File: config.mk
export PLATFORM = sky130hd
export DESIGN_NAME = pan_tilt_target_tracker
export DESIGN_NICKNAME = d
export VERILOG_FILES = /design/src/rtl/core/ptt_pkg.sv /design/src/rtl/core/pan_tilt_target_tracker.sv /design/src/rtl/core/ptt_div.sv
export SDC_FILE = /design/constraint.sdc
export NUM_CORES = 1
export LEC_CHECK = 0
export ABC_AREA = 1
export BUFFER_PORTS_ARGS = -buffer_cell sky130_fd_sc_hd__buf_4
export CAP_MARGIN = 20
export CORE_AREA = 2 2 119 168
export DETAILED_ROUTE_END_ITERATION = 6
export DIE_AREA = 0 0 121 170
export GPL_ROUTABILITY_DRIVEN = 0
export PLACE_DENSITY_LB_ADDON = 0.15
export SETUP_SLACK_MARGIN = 0.02
export SKIP_LAST_GASP = 1
export SLEW_MARGIN = 20
export SYNTH_ARGS = -nofsm -noshare
export SYNTH_HDL_FRONTEND = slang
export SYNTH_SLANG_ARGS = --single-unit
File: constraint.sdc
create_clock -name i_clk -period 4.8 [get_ports i_clk]
set_input_delay 0.24 -clock i_clk [delete_from_list [all_inputs] [get_ports i_clk]]
set_output_delay 0.24 -clock i_clk [all_outputs]
set_load 0.01 [all_outputs]
File: src/rtl/core/ptt_pkg.sv
// ptt_pkg: shared types, codes and constants for the pan/tilt target tracker
// used by ptt_div, pan_tilt_target_tracker and ptt_checker; depends on nothing
package ptt_pkg;

    localparam int DATA_W    = 8;
    localparam int CFG_IDX_W = 3;
    localparam int WAIT_W    = 4;

    // axis direction signs, each -1, 0 or 1
    localparam int PAN_SIGN  = 1;
    localparam int TILT_SIGN = 1;

    localparam logic [DATA_W-1:0] DRIVE_STOP       = 8'd127;
    localparam logic [DATA_W-1:0] TILT_CENTER      = 8'd127;
    localparam int                TILT_SEARCH_STEP = 10;
    localparam int                SEARCH_PERIOD    = 12;

    localparam logic [1:0] STATUS_OFF_CENTER = 2'd0;
    localparam logic [1:0] STATUS_AIMED      = 2'd1;
    localparam logic [1:0] STATUS_SEARCH     = 2'd2;

    typedef enum logic [CFG_IDX_W-1:0] {
        CFG_PAN_TARGET  = 3'd0,
        CFG_TILT_TARGET = 3'd1,
        CFG_PAN_BAND    = 3'd2,
        CFG_TILT_BAND   = 3'd3,
        CFG_PAN_DIV     = 3'd4,
        CFG_TILT_DIV    = 3'd5,
        CFG_TILT_MIN    = 3'd6,
        CFG_TILT_MAX    = 3'd7
    } t_cfg_idx;

    typedef enum logic [2:0] {
        S_IDLE,
        S_SEARCH,
        S_PAN_START,
        S_PAN_WAIT,
        S_TILT_START,
        S_TILT_WAIT,
        S_FINISH
    } t_state;

    typedef struct packed {
        logic              start;
        logic [DATA_W-1:0] dividend;
        logic [DATA_W-1:0] divisor;
    } t_div_req;

    typedef struct packed {
        logic              done;
        logic [DATA_W-1:0] quotient;
    } t_div_rsp;

    // signed step scaled by an axis sign of -1, 0 or 1
    function automatic logic signed [9:0] apply_sign(input int sgn,
                                                     input logic signed [9:0] st);
        logic signed [9:0] res;
        if (sgn > 0) begin
            res = st;
        end else if (sgn < 0) begin
            res = -st;
        end else begin
            res = '0;
        end
        return res;
    endfunction

endpackage

File: src/rtl/core/pan_tilt_target_tracker.sv
// pan_tilt_target_tracker: top level, sequencer and per-axis datapath
// depends on ptt_pkg and instantiates the shared divider ptt_div
//
// One beat in carries a camera centroid; one beat out carries the pan drive, the tilt
// position, an updated flag and a status code. A packet with target_y of zero (no lock)
// steps the search pacing. A locked packet passes the pan error and then the tilt error
// through one shared 8-step serial divider, each division made of a start, the shift
// steps and a write-back, and the sequencer waits for each division, so the divider sets
// the rate. The input stalls while a packet is in work; a finished result sits in an
// output register, and a new packet is taken while it waits to be read. A packet that
// finishes while the previous result is still held waits in the finish state until that
// result is read.
module pan_tilt_target_tracker #(
    parameter int                PAN_SIGN         = ptt_pkg::PAN_SIGN,
    parameter int                TILT_SIGN        = ptt_pkg::TILT_SIGN,
    parameter logic [7:0]        TILT_CENTER      = ptt_pkg::TILT_CENTER,
    parameter int                TILT_SEARCH_STEP = ptt_pkg::TILT_SEARCH_STEP,
    parameter int                SEARCH_PERIOD    = ptt_pkg::SEARCH_PERIOD
) (
    input  logic                            i_clk,
    input  logic                            i_rst_n,
    input  logic                            i_valid,
    output logic                            o_stall,
    input  logic [7:0]                      i_target_x,
    input  logic [7:0]                      i_target_y,
    output logic                            o_valid,
    input  logic                            i_stall,
    output logic [7:0]                      o_pan_drive,
    output logic [7:0]                      o_tilt_position,
    output logic                            o_drive_updated,
    output logic [1:0]                      o_status,
    input  logic                            i_cfg_we,
    input  logic [ptt_pkg::CFG_IDX_W-1:0]   i_cfg_idx,
    input  logic [ptt_pkg::DATA_W-1:0]      i_cfg_data
);

    localparam int W = ptt_pkg::DATA_W;

    ptt_pkg::t_state r_state;
    ptt_pkg::t_state n_state;

    // configuration
    logic [W-1:0] r_pan_target;
    logic [W-1:0] r_tilt_target;
    logic [W-1:0] r_pan_band;
    logic [W-1:0] r_tilt_band;
    logic [W-1:0] r_pan_div;
    logic [W-1:0] r_tilt_div;
    logic [W-1:0] r_tilt_min;
    logic [W-1:0] r_tilt_max;

    // tracker state
    logic [W-1:0]               r_pan;
    logic [W-1:0]               r_tilt;
    logic [ptt_pkg::WAIT_W-1:0] r_wait;
    logic                       r_fresh;

    // packet in work
    logic [W-1:0] r_tx;
    logic [W-1:0] r_ty;
    logic         r_upd;
    logic [1:0]   r_status;
    logic         r_outside;
    logic         r_neg;

    // output register
    logic         r_o_valid;
    logic [W-1:0] r_o_pan;
    logic [W-1:0] r_o_tilt;
    logic         r_o_upd;
    logic [1:0]   r_o_status;

    ptt_pkg::t_div_req w_req;
    ptt_pkg::t_div_rsp w_rsp;

    logic w_accept;
    logic w_out_free;
    logic w_load_out;

    ptt_div u_div (
        .i_clk   (i_clk),
        .i_rst_n (i_rst_n),
        .i_req   (w_req),
        .o_rsp   (w_rsp)
    );

    assign w_accept   = i_valid && !o_stall;
    assign w_out_free = !r_o_valid || !i_stall;
    assign w_load_out = (r_state == ptt_pkg::S_FINISH) && w_out_free;

    // axis error for the axis being started
    logic             w_tilt_axis;
    logic [W-1:0]     w_coord;
    logic [W-1:0]     w_target;
    logic [W-1:0]     w_band;
    logic [W-1:0]     w_gain;
    logic [W:0]       w_err;
    logic [W-1:0]     w_mag;

    assign w_tilt_axis = (r_state == ptt_pkg::S_TILT_START);
    assign w_coord     = w_tilt_axis ? r_ty : r_tx;
    assign w_target    = w_tilt_axis ? r_tilt_target : r_pan_target;
    assign w_band      = w_tilt_axis ? r_tilt_band : r_pan_band;
    assign w_gain      = w_tilt_axis ? r_tilt_div : r_pan_div;
    assign w_err       = {1'b0, w_coord} - {1'b0, w_target};
    assign w_mag       = w_err[W] ? W'(-w_err) : w_err[W-1:0];

    // step from the quotient
    logic [W-1:0]       w_qmag;
    logic signed [9:0]  w_step;
    logic signed [9:0]  w_pan_s;
    logic signed [9:0]  w_tilt_s;
    logic signed [10:0] w_pan_v;
    logic signed [10:0] w_tilt_v;
    logic [W-1:0]       w_pan_sat;
    logic [W-1:0]       w_tilt_clamp;

    assign w_qmag   = (w_rsp.quotient == '0) ? W'(1) : w_rsp.quotient;
    assign w_step   = !r_outside ? 10'sd0 :
                      r_neg ? -$signed({2'b00, w_qmag}) : $signed({2'b00, w_qmag});
    assign w_pan_s  = ptt_pkg::apply_sign(PAN_SIGN, w_step);
    assign w_tilt_s = ptt_pkg::apply_sign(TILT_SIGN, w_step);
    assign w_pan_v  = $signed({3'b000, ptt_pkg::DRIVE_STOP}) + 11'(w_pan_s);
    assign w_tilt_v = $signed({3'b000, r_tilt}) + 11'(w_tilt_s);

    always_comb begin
        priority if (w_pan_v < 11'sd0) begin
            w_pan_sat = '0;
        end else if (w_pan_v > 11'sd255) begin
            w_pan_sat = '1;
        end else begin
            w_pan_sat = w_pan_v[W-1:0];
        end
    end

    always_comb begin
        priority if (w_tilt_v < $signed({3'b000, r_tilt_min})) begin
            w_tilt_clamp = r_tilt_min;
        end else if (w_tilt_v > $signed({3'b000, r_tilt_max})) begin
            w_tilt_clamp = r_tilt_max;
        end else begin
            w_tilt_clamp = w_tilt_v[W-1:0];
        end
    end

    // search pacing
    logic [ptt_pkg::WAIT_W:0] w_cnt;
    logic                     w_search_step;
    logic [W:0]               w_sweep;
    logic [W-1:0]             w_sweep_tilt;

    assign w_cnt         = {1'b0, r_wait} + 1'b1;
    assign w_search_step = w_cnt > (ptt_pkg::WAIT_W + 1)'(SEARCH_PERIOD);
    assign w_sweep       = {1'b0, r_tilt} + (W + 1)'(TILT_SEARCH_STEP);

    always_comb begin
        priority if (r_tilt >= r_tilt_max) begin
            w_sweep_tilt = r_tilt_min;
        end else if (w_sweep >= {1'b0, r_tilt_max}) begin
            w_sweep_tilt = r_tilt_max;
        end else begin
            w_sweep_tilt = w_sweep[W-1:0];
        end
    end

    // next state
    always_comb begin
        n_state = r_state;
        unique case (r_state)
            ptt_pkg::S_IDLE: begin
                if (w_accept) begin
                    n_state = (i_target_y == '0) ? ptt_pkg::S_SEARCH : ptt_pkg::S_PAN_START;
                end
            end
            ptt_pkg::S_SEARCH:     n_state = ptt_pkg::S_FINISH;
            ptt_pkg::S_PAN_START:  n_state = ptt_pkg::S_PAN_WAIT;
            ptt_pkg::S_PAN_WAIT: begin
                if (w_rsp.done) begin
                    n_state = ptt_pkg::S_TILT_START;
                end
            end
            ptt_pkg::S_TILT_START: n_state = ptt_pkg::S_TILT_WAIT;
            ptt_pkg::S_TILT_WAIT: begin
                if (w_rsp.done) begin
                    n_state = ptt_pkg::S_FINISH;
                end
            end
            ptt_pkg::S_FINISH: begin
                if (w_out_free) begin
                    n_state = ptt_pkg::S_IDLE;
                end
            end
            default: n_state = ptt_pkg::S_IDLE;
        endcase
    end

    // sequencer outputs
    always_comb begin
        w_req.start    = (r_state == ptt_pkg::S_PAN_START) ||
                         (r_state == ptt_pkg::S_TILT_START);
        w_req.dividend = w_mag;
        w_req.divisor  = (w_gain == '0) ? W'(1) : w_gain;
        o_stall        = (r_state != ptt_pkg::S_IDLE) || !i_rst_n;
    end

    always_ff @(posedge i_clk) begin
        if (!i_rst_n) begin
            r_state <= ptt_pkg::S_IDLE;
        end else begin
            r_state <= n_state;
        end
    end

    // configuration writes
    always_ff @(posedge i_clk) begin
        if (!i_rst_n) begin
            r_pan_target  <= 8'd80;
            r_tilt_target <= 8'd120;
            r_pan_band    <= 8'd6;
            r_tilt_band   <= 8'd6;
            r_pan_div     <= 8'd8;
            r_tilt_div    <= 8'd8;
            r_tilt_min    <= 8'd0;
            r_tilt_max    <= 8'd255;
        end else if (i_cfg_we) begin
            unique case (ptt_pkg::t_cfg_idx'(i_cfg_idx))
                ptt_pkg::CFG_PAN_TARGET:  r_pan_target  <= i_cfg_data;
                ptt_pkg::CFG_TILT_TARGET: r_tilt_target <= i_cfg_data;
                ptt_pkg::CFG_PAN_BAND:    r_pan_band    <= i_cfg_data;
                ptt_pkg::CFG_TILT_BAND:   r_tilt_band   <= i_cfg_data;
                ptt_pkg::CFG_PAN_DIV:     r_pan_div     <= i_cfg_data;
                ptt_pkg::CFG_TILT_DIV:    r_tilt_div    <= i_cfg_data;
                ptt_pkg::CFG_TILT_MIN:    r_tilt_min    <= i_cfg_data;
                ptt_pkg::CFG_TILT_MAX:    r_tilt_max    <= i_cfg_data;
                default: ;
            endcase
        end
    end

    // tracker state and packet bookkeeping
    always_ff @(posedge i_clk) begin
        if (!i_rst_n) begin
            r_pan   <= ptt_pkg::DRIVE_STOP;
            r_tilt  <= 8'd127;
            r_wait  <= '0;
            r_fresh <= 1'b1;
        end else begin
            unique case (r_state)
                ptt_pkg::S_SEARCH: begin
                    if (w_search_step) begin
                        r_pan <= ptt_pkg::DRIVE_STOP;
                        if (r_fresh) begin
                            r_fresh <= 1'b0;
                            r_wait  <= '0;
                            r_tilt  <= TILT_CENTER;
                        end else begin
                            r_wait <= ptt_pkg::WAIT_W'(1);
                            r_tilt <= w_sweep_tilt;
                        end
                    end else begin
                        r_wait <= w_cnt[ptt_pkg::WAIT_W-1:0];
                    end
                end
                ptt_pkg::S_PAN_START: r_fresh <= 1'b1;
                ptt_pkg::S_PAN_WAIT: begin
                    if (w_rsp.done) begin
                        r_pan <= w_pan_sat;
                    end
                end
                ptt_pkg::S_TILT_WAIT: begin
                    if (w_rsp.done) begin
                        r_tilt <= w_tilt_clamp;
                    end
                end
                default: ;
            endcase
        end
    end

    always_ff @(posedge i_clk) begin
        if (w_accept) begin
            r_tx <= i_target_x;
            r_ty <= i_target_y;
        end
        if (w_req.start) begin
            r_outside <= w_mag > w_band;
            r_neg     <= w_err[W];
        end
        if (r_state == ptt_pkg::S_SEARCH) begin
            r_upd    <= w_search_step;
            r_status <= ptt_pkg::STATUS_SEARCH;
        end
        if (r_state == ptt_pkg::S_PAN_START) begin
            r_upd    <= 1'b1;
            r_status <= (w_mag > w_band) ? ptt_pkg::STATUS_OFF_CENTER : ptt_pkg::STATUS_AIMED;
        end
    end

    // output register
    always_ff @(posedge i_clk) begin
        if (!i_rst_n) begin
            r_o_valid <= 1'b0;
        end else if (w_load_out) begin
            r_o_valid <= 1'b1;
        end else if (!i_stall) begin
            r_o_valid <= 1'b0;
        end
    end

    always_ff @(posedge i_clk) begin
        if (w_load_out) begin
            r_o_pan    <= r_pan;
            r_o_tilt   <= r_tilt;
            r_o_upd    <= r_upd;
            r_o_status <= r_status;
        end
    end

    assign o_valid         = r_o_valid;
    assign o_pan_drive     = r_o_pan;
    assign o_tilt_position = r_o_tilt;
    assign o_drive_updated = r_o_upd;
    assign o_status        = r_o_status;

endmodule

File: src/rtl/core/ptt_div.sv
// ptt_div: restoring serial divider, one quotient bit per cycle
// depends on ptt_pkg for the request and response structs
module ptt_div (
    input  logic              i_clk,
    input  logic              i_rst_n,
    input  ptt_pkg::t_div_req i_req,
    output ptt_pkg::t_div_rsp o_rsp
);

    localparam int W   = ptt_pkg::DATA_W;
    localparam int CNT_W = $clog2(W);

    logic             r_busy;
    logic             r_done;
    logic [CNT_W-1:0] r_cnt;
    logic [W-1:0]     r_rem;
    logic [W-1:0]     r_quo;
    logic [W-1:0]     r_den;

    logic [W:0]   w_trial;
    logic         w_fits;
    logic [W-1:0] n_rem;

    assign w_trial = {r_rem, r_quo[W-1]};
    assign w_fits  = w_trial >= {1'b0, r_den};
    assign n_rem   = w_fits ? W'(w_trial - {1'b0, r_den}) : w_trial[W-1:0];

    always_ff @(posedge i_clk) begin
        if (!i_rst_n) begin
            r_busy <= 1'b0;
            r_done <= 1'b0;
            r_cnt  <= '0;
        end else begin
            r_done <= 1'b0;
            if (i_req.start) begin
                r_busy <= 1'b1;
                r_cnt  <= '0;
            end else if (r_busy) begin
                r_cnt <= r_cnt + 1'b1;
                if (r_cnt == CNT_W'(W - 1)) begin
                    r_busy <= 1'b0;
                    r_done <= 1'b1;
                end
            end
        end
    end

    always_ff @(posedge i_clk) begin
        if (i_req.start) begin
            r_rem <= '0;
            r_quo <= i_req.dividend;
            r_den <= i_req.divisor;
        end else if (r_busy) begin
            r_rem <= n_rem;
            r_quo <= {r_quo[W-2:0], w_fits};
        end
    end

    assign o_rsp.done     = r_done;
    assign o_rsp.quotient = r_quo;

endmodule

# Word level (Yosys, flattened, before mapping)
# Cells that the tools add are included.
# classes
add_sub_neg,9
n_lt_le_gt_ge,9
n_eq_ne,20
muxes,43
bitwise,2
n_reduce_logical,33
# ops
op,count
$mux 8,20
$pmux 8 s2,2
$eq 3x3->1 const B,8
$logic_not 8->1,3
$pmux 3 s7,1
$mux 10,2
$ge 9x8->1,2
$reduce_and 2->1,9
$eq 3x2->1 const B,4
$mux 3,4
$add 8x10->11 const A,1
$add 9x10->11,1
$gt 11x9->1,1
$gt 11x9->1 const B,1
$lt 11x1->1 const B,1
$lt 11x9->1,1
$neg 8->10,1
$add 8x4->9 const B,1
$mux 1,9
$sub 8x8->9,1
$ge 8x8->1,1
$gt 8x8->1,1
$neg 8->8,1
$reduce_bool 2->1,4
20 further kinds,36
# word_totals
regBits,158
in_bits,32
output_inout_bits,21
elab_cells,146

# Depth between registers and ports, before layout
# depth
ltp_word,11
mapped_depth,28

# By module
# From an unflattened synthesis, not the netlist that was laid out.
# unflattened
cells_unflattened,1241
area_unflattened_um2,9608.0
# modules_own_cells
module,instances,cells_per_inst,area_per_inst_um2,seq_area_each_um2
pan_tilt_target_tracker,1,1047,7990.2,2972.9
ptt_div,1,194,1617.8,740.7

# Worst setup path before layout
# Ideal clock, no wire load.
# synth_timing
path_type,reg-to-reg
start,register r_state[1]
end,register r_outside (data pin)
setup_ps,269
t_arrival_ps,3788
t_required_ps,4531
slack_ps,743
stages_incl_launch_ff,23
synth_period_minus_slack_ps,4057
path_cell_list,dfxtp_1 inv_2 nand2_1 nor2_1 buf_2 clkbuf_1 nand2_1 nand2_1 ha_1 inv_1 fa_1 a21oi_1 o21bai_2 nand2_1 o311a_1 inv_1 or2_2 xor2_1 ha_1 a21oi_1 nor2_1 a211oi_1 a21oi_1
# synth_lines
item,line_no,source
"start, declared",pan_tilt_target_tracker.sv:39,ptt_pkg::t_state r_state;
"start signal, assigned",pan_tilt_target_tracker.sv:208,r_state <= ptt_pkg::S_IDLE;
"start signal, assigned",pan_tilt_target_tracker.sv:210,r_state <= n_state;
$eq 3x3->1 *,pan_tilt_target_tracker.sv:100,assign w_tilt_axis = (r_state == ptt_pkg::S_TILT_START);
$mux 8 (on tied branches),"pan_tilt_target_tracker.sv:101, pan_tilt_target_tracker.sv:102",
$sub 8x8->9 *,pan_tilt_target_tracker.sv:105,"assign w_err = {1'b0, w_coord} - {1'b0, w_target};"
via w_err[8],pan_tilt_target_tracker.sv:97,logic [W:0] w_err;
$mux 8 *,pan_tilt_target_tracker.sv:106,assign w_mag = w_err[W] ? W'(-w_err) : w_err[W-1:0];
$gt 8x8->1 *,pan_tilt_target_tracker.sv:286,r_outside <= w_mag > w_band;
"end signal, assigned",pan_tilt_target_tracker.sv:286,
"end, declared",pan_tilt_target_tracker.sv:63,logic r_outside;
# Mark *: on every way through the listed nets, which the timed path passes. The rest lies on a longest branch.
# A chain may end at the register's enable or synchronous reset.

# Worst setup path after layout
# Same ends and word-level chain as after synthesis.

==> impl_results.md <==
- Clk root buf: clkbuf_16
- Slowest-stage cell, CP: fa_1
- Seq. cell area: 3710 um^2
- Layout cells sized above 1: 12.1%
- Number of buffers created by CTS: 17
- Vias in the first global route: 7455
- Core area: 19000 um^2
- Reg clk slew, reported paths: 0.07 ns
- Worst Skew: 0.00685 ns
- Critical path data arrival time: 4.55 ns
- Total iterations of the first detailed-routing run: 5
- Element type at the critical path end: flip-flop
- Multi-input gate area: 4950 um^2
- Period utilization: 91.2%
- Max stage delay on crit path: 0.46 ns
- IO Count: 53
- Skew-Pair Late Insertion Delay: 0.43 ns
- Filler Cell Count: 1793
- Number of synthesized flops with an enable pin: 55
- Max Cap Viol: 0
- Routed WL per cell: 15.5 um
- Clock tree buffer depth: 2
- Yosys warns: 0
- Synth cell types: 59
- Leakage power: 0.00489 uW
- Finish-stage setup viols: 0
- Synth Area per Inst: 7.78 um^2
- Htree depth: 4
- Final Hold Fails: 0
- Peak VDD IR: 0.259 mV
- Ys flop type: dfxtp_1
- Die ar.: 20600 um^2
- I/O Buffers: 52
- Antenna Violating Nets Remaining: 0
- Total GRT Usage: 23.3%
- CTS tree: built
- Total power draw: 6920 uW
- Initial core utilization: 49.4%
- Gr ovfl total: 0
- Rows: 60
- Initial antenna violation count: 0
- Worst slew pin tran: 0.889 ns
- Largest net degree at the start of global routing: 74
- Slew HR: 40.6%
- Seq cells post-synth: 158
- Initial DRC count: 512
- First-pass GRT wire length: 37100 um
- RSZ-0062 raised after global routing: no
- Worst path most repeated cell: a21oi_1
- Max frequency: 228 MHz
- Post-synth ARST share: 0%
- DIE HEIGHT: 170 um
- DRC violations left: 0
- Seq/Total Area, Yosys: 39.5%
- Crit-path max FO: 23
- Final nets: 1367
- Syn_nets: 1311
- Total wire length: 23700 um
- Period minus WS final: 4.38 ns
- Syn-to-layout area delta: 14.2%
- Post-DP HPWL: 17700 um
- Die Wd: 121 um
- Worst Setup Start Kind: flip-flop
- Pwr dens: 645 nW/um^2
- Worst hold path class: in -> reg
- Antenna diodes: 0
- TritonCTS sink count: 158
- TNS Setup: 0 ns
- Worst-path cell chain: inv_2 > nand2_1 > nor2_4 > buf_4 > mux2i_1 > fa_1 > a21oi_1 > o21bai_2 > nand2_1 > o311a_1 > inv_1 > or2_2 > xor2_1 > ha_1 > a21oi_1 > nor2_1 > a211oi_1 > a21oi_1
- Vias/cell: 5.24
- Mapped Cells: 1207
- Pins over their slew limit: 0
- Cell Area, Synth: 9390 um^2
- WP data required: 4.97 ns
- Status: finished clean
- Via count: 7988
- Crit Path Category: reg -> reg
-- cells by family (layout without fill, tap and decap cells) --
| group | after synthesis | in the layout | share of synthesized area, % |
|---|---|---|---|
| AND/OR/NAND/NOR | 502 | 502 | 24.1 |
| adder cells (fa/ha/maj) | 72 | 72 | 9.83 |
| flip-flops | 158 | 158 | 39.5 |
| buffers and inverters | 189 | 258 | 7.97 |
| XOR/XNOR | 26 | 26 | 2.42 |
| AO/OA/AOI/OAI | 242 | 242 | 14.2 |
| multiplexers | 18 | 18 | 1.92 |
-- critical path, delay by kind of cell, from the launching register on --
family	cells	cell delay, ns
compound gates	6	1.07
xor+xnor	1	0.23
fa+ha+maj	2	0.75
buf+inv	3	0.64
flops	1	0.34
mux	1	0.22
simple gates	5	0.86
-- layer usage --
metal	vias to the layer above	part of all wire, %	global-route usage (%)
li1	4121	-	-
met1	3671	42	26.5
met2	149	52	42.2
met3	47	2.8	3.59
met4	0	3.9	11.1
met5	-	0	0
-- final timing paths --
check,from,end,slack (ns),cells after the start
setup / recovery,r_state[1],r_outside,0.42,18
hold / removal,i_stall,o_valid,0.11,3
setup reg to reg,r_state[1],r_outside,0.42,18
hold reg to reg,r_pan[1],o_pan_drive[1],0.43,0
-- cells in the final DEF, fill, tap and decap left out, types with 20 or more instances in the layout --
| master | netlist | final |
|---|---|---|
| edfxtp_1 | 55 | 55 |
| nand3_1 | 41 | 41 |
| nand2_1 | 247 | 247 |
| ha_1 | 69 | 69 |
| nor2_1 | 133 | 132 |
| a21oi_1 | 89 | 88 |
| xor2_1 | 22 | 22 |
| nand4_1 | 20 | 20 |
| o21ai_0 | 93 | 93 |
| inv_1 | 140 | 140 |
| buf_4 | 3 | 57 |
| dfxtp_1 | 103 | 103 |
-- flip-flops by register name, indices dropped and copies added (netlist names), 2 cells and up --
signal           cells
r_tilt_target        8
o_status             2
u_div.r_rem          8
r_wait               4
r_tilt_band          8
r_ty                 8
r_pan_target         8
r_tilt_max           8
r_pan_div            8
r_tilt               8
u_div.r_cnt          3
r_status             2
r_tilt_min           8
o_pan_drive          8
r_tx                 8
o_tilt_position      8
u_div.r_den          8
r_pan_band           8
r_pan                8
r_state              3
r_tilt_div           8
u_div.r_quo          8
-- where the power goes --
| part | internal, uW | switching (uW) | leakage (uW) |
|---|---|---|---|
| logic | 1330 | 2420 | 0.00328 |
| registers | 1650 | 159 | 0.00131 |
| clock network | 756 | 602 | 0.000293 |
-- cells in the mapped netlist (4+ instances only) --
| cell type | count | area share [%] |
|---|---|---|
| nand3_2 | 7 | 0.75 |
| nand2_2 | 11 | 0.73 |
| nor2_1 | 133 | 5.3 |
| xnor2_1 | 4 | 0.37 |
| inv_2 | 12 | 0.48 |
| o21ai_0 | 93 | 5.0 |
| clkbuf_1 | 20 | 0.80 |
| buf_1 | 6 | 0.24 |
| a211oi_1 | 4 | 0.32 |
| a31oi_1 | 8 | 0.53 |
| nor2_2 | 5 | 0.33 |
| nand3b_1 | 5 | 0.40 |
| xor2_1 | 22 | 2.1 |
| nor4_1 | 4 | 0.27 |
| edfxtp_1 | 55 | 18 |
| or2_2 | 6 | 0.40 |
| o211ai_1 | 7 | 0.56 |
| nor2_4 | 4 | 0.48 |
| o21ai_2 | 4 | 0.37 |
| inv_1 | 140 | 5.6 |
| nand3_1 | 41 | 2.2 |
| dfxtp_1 | 103 | 22 |
| nor3_1 | 6 | 0.32 |
| ha_1 | 69 | 9.2 |
| a21oi_1 | 89 | 4.7 |
| o21ai_1 | 19 | 1.0 |
| nand2_1 | 247 | 9.9 |
| nand4_1 | 20 | 1.3 |
| mux2i_1 | 18 | 1.9 |
-- layout make-up --
| class | instances | share of cell area (%) |
|---|---|---|
| sequential | 158 | 34.6 |
| inverter | 153 | 5.35 |
| clock buffer | 20 | 4.56 |
| clock inverter | 12 | 0.980 |
| timing repair buffer | 73 | 5.48 |
| tap | 248 | 2.89 |
| multi-input combinational | 860 | 46.1 |
-- through the flow --
stage | hold slack [ns] | util [%] | instances | setup WS, ns | area, um^2
global route | 0.113 | 56.5 | 1524 | 0.0597 | 10700
CTS | 0.0902 | 56.4 | 1524 | 0.253 | 10700
floorplan | 0.339 | - | 1207 | 0.743 | 9390
detailed placement | 0.410 | 52.4 | 1476 | 0.273 | 9960
global placement | 0.414 | 52.4 | 1476 | 0.309 | 9960
finish | 0.111 | 56.5 | 1524 | 0.423 | 10700
-- timing repair --
action,CTS,global route
resized for setup,0,1
setup buffers,0,0
endpoints found under the hold margin,16,0
hold buffers,16,0
setup endpoints to repair,0,2
Power figures use the tool's default switching activity.
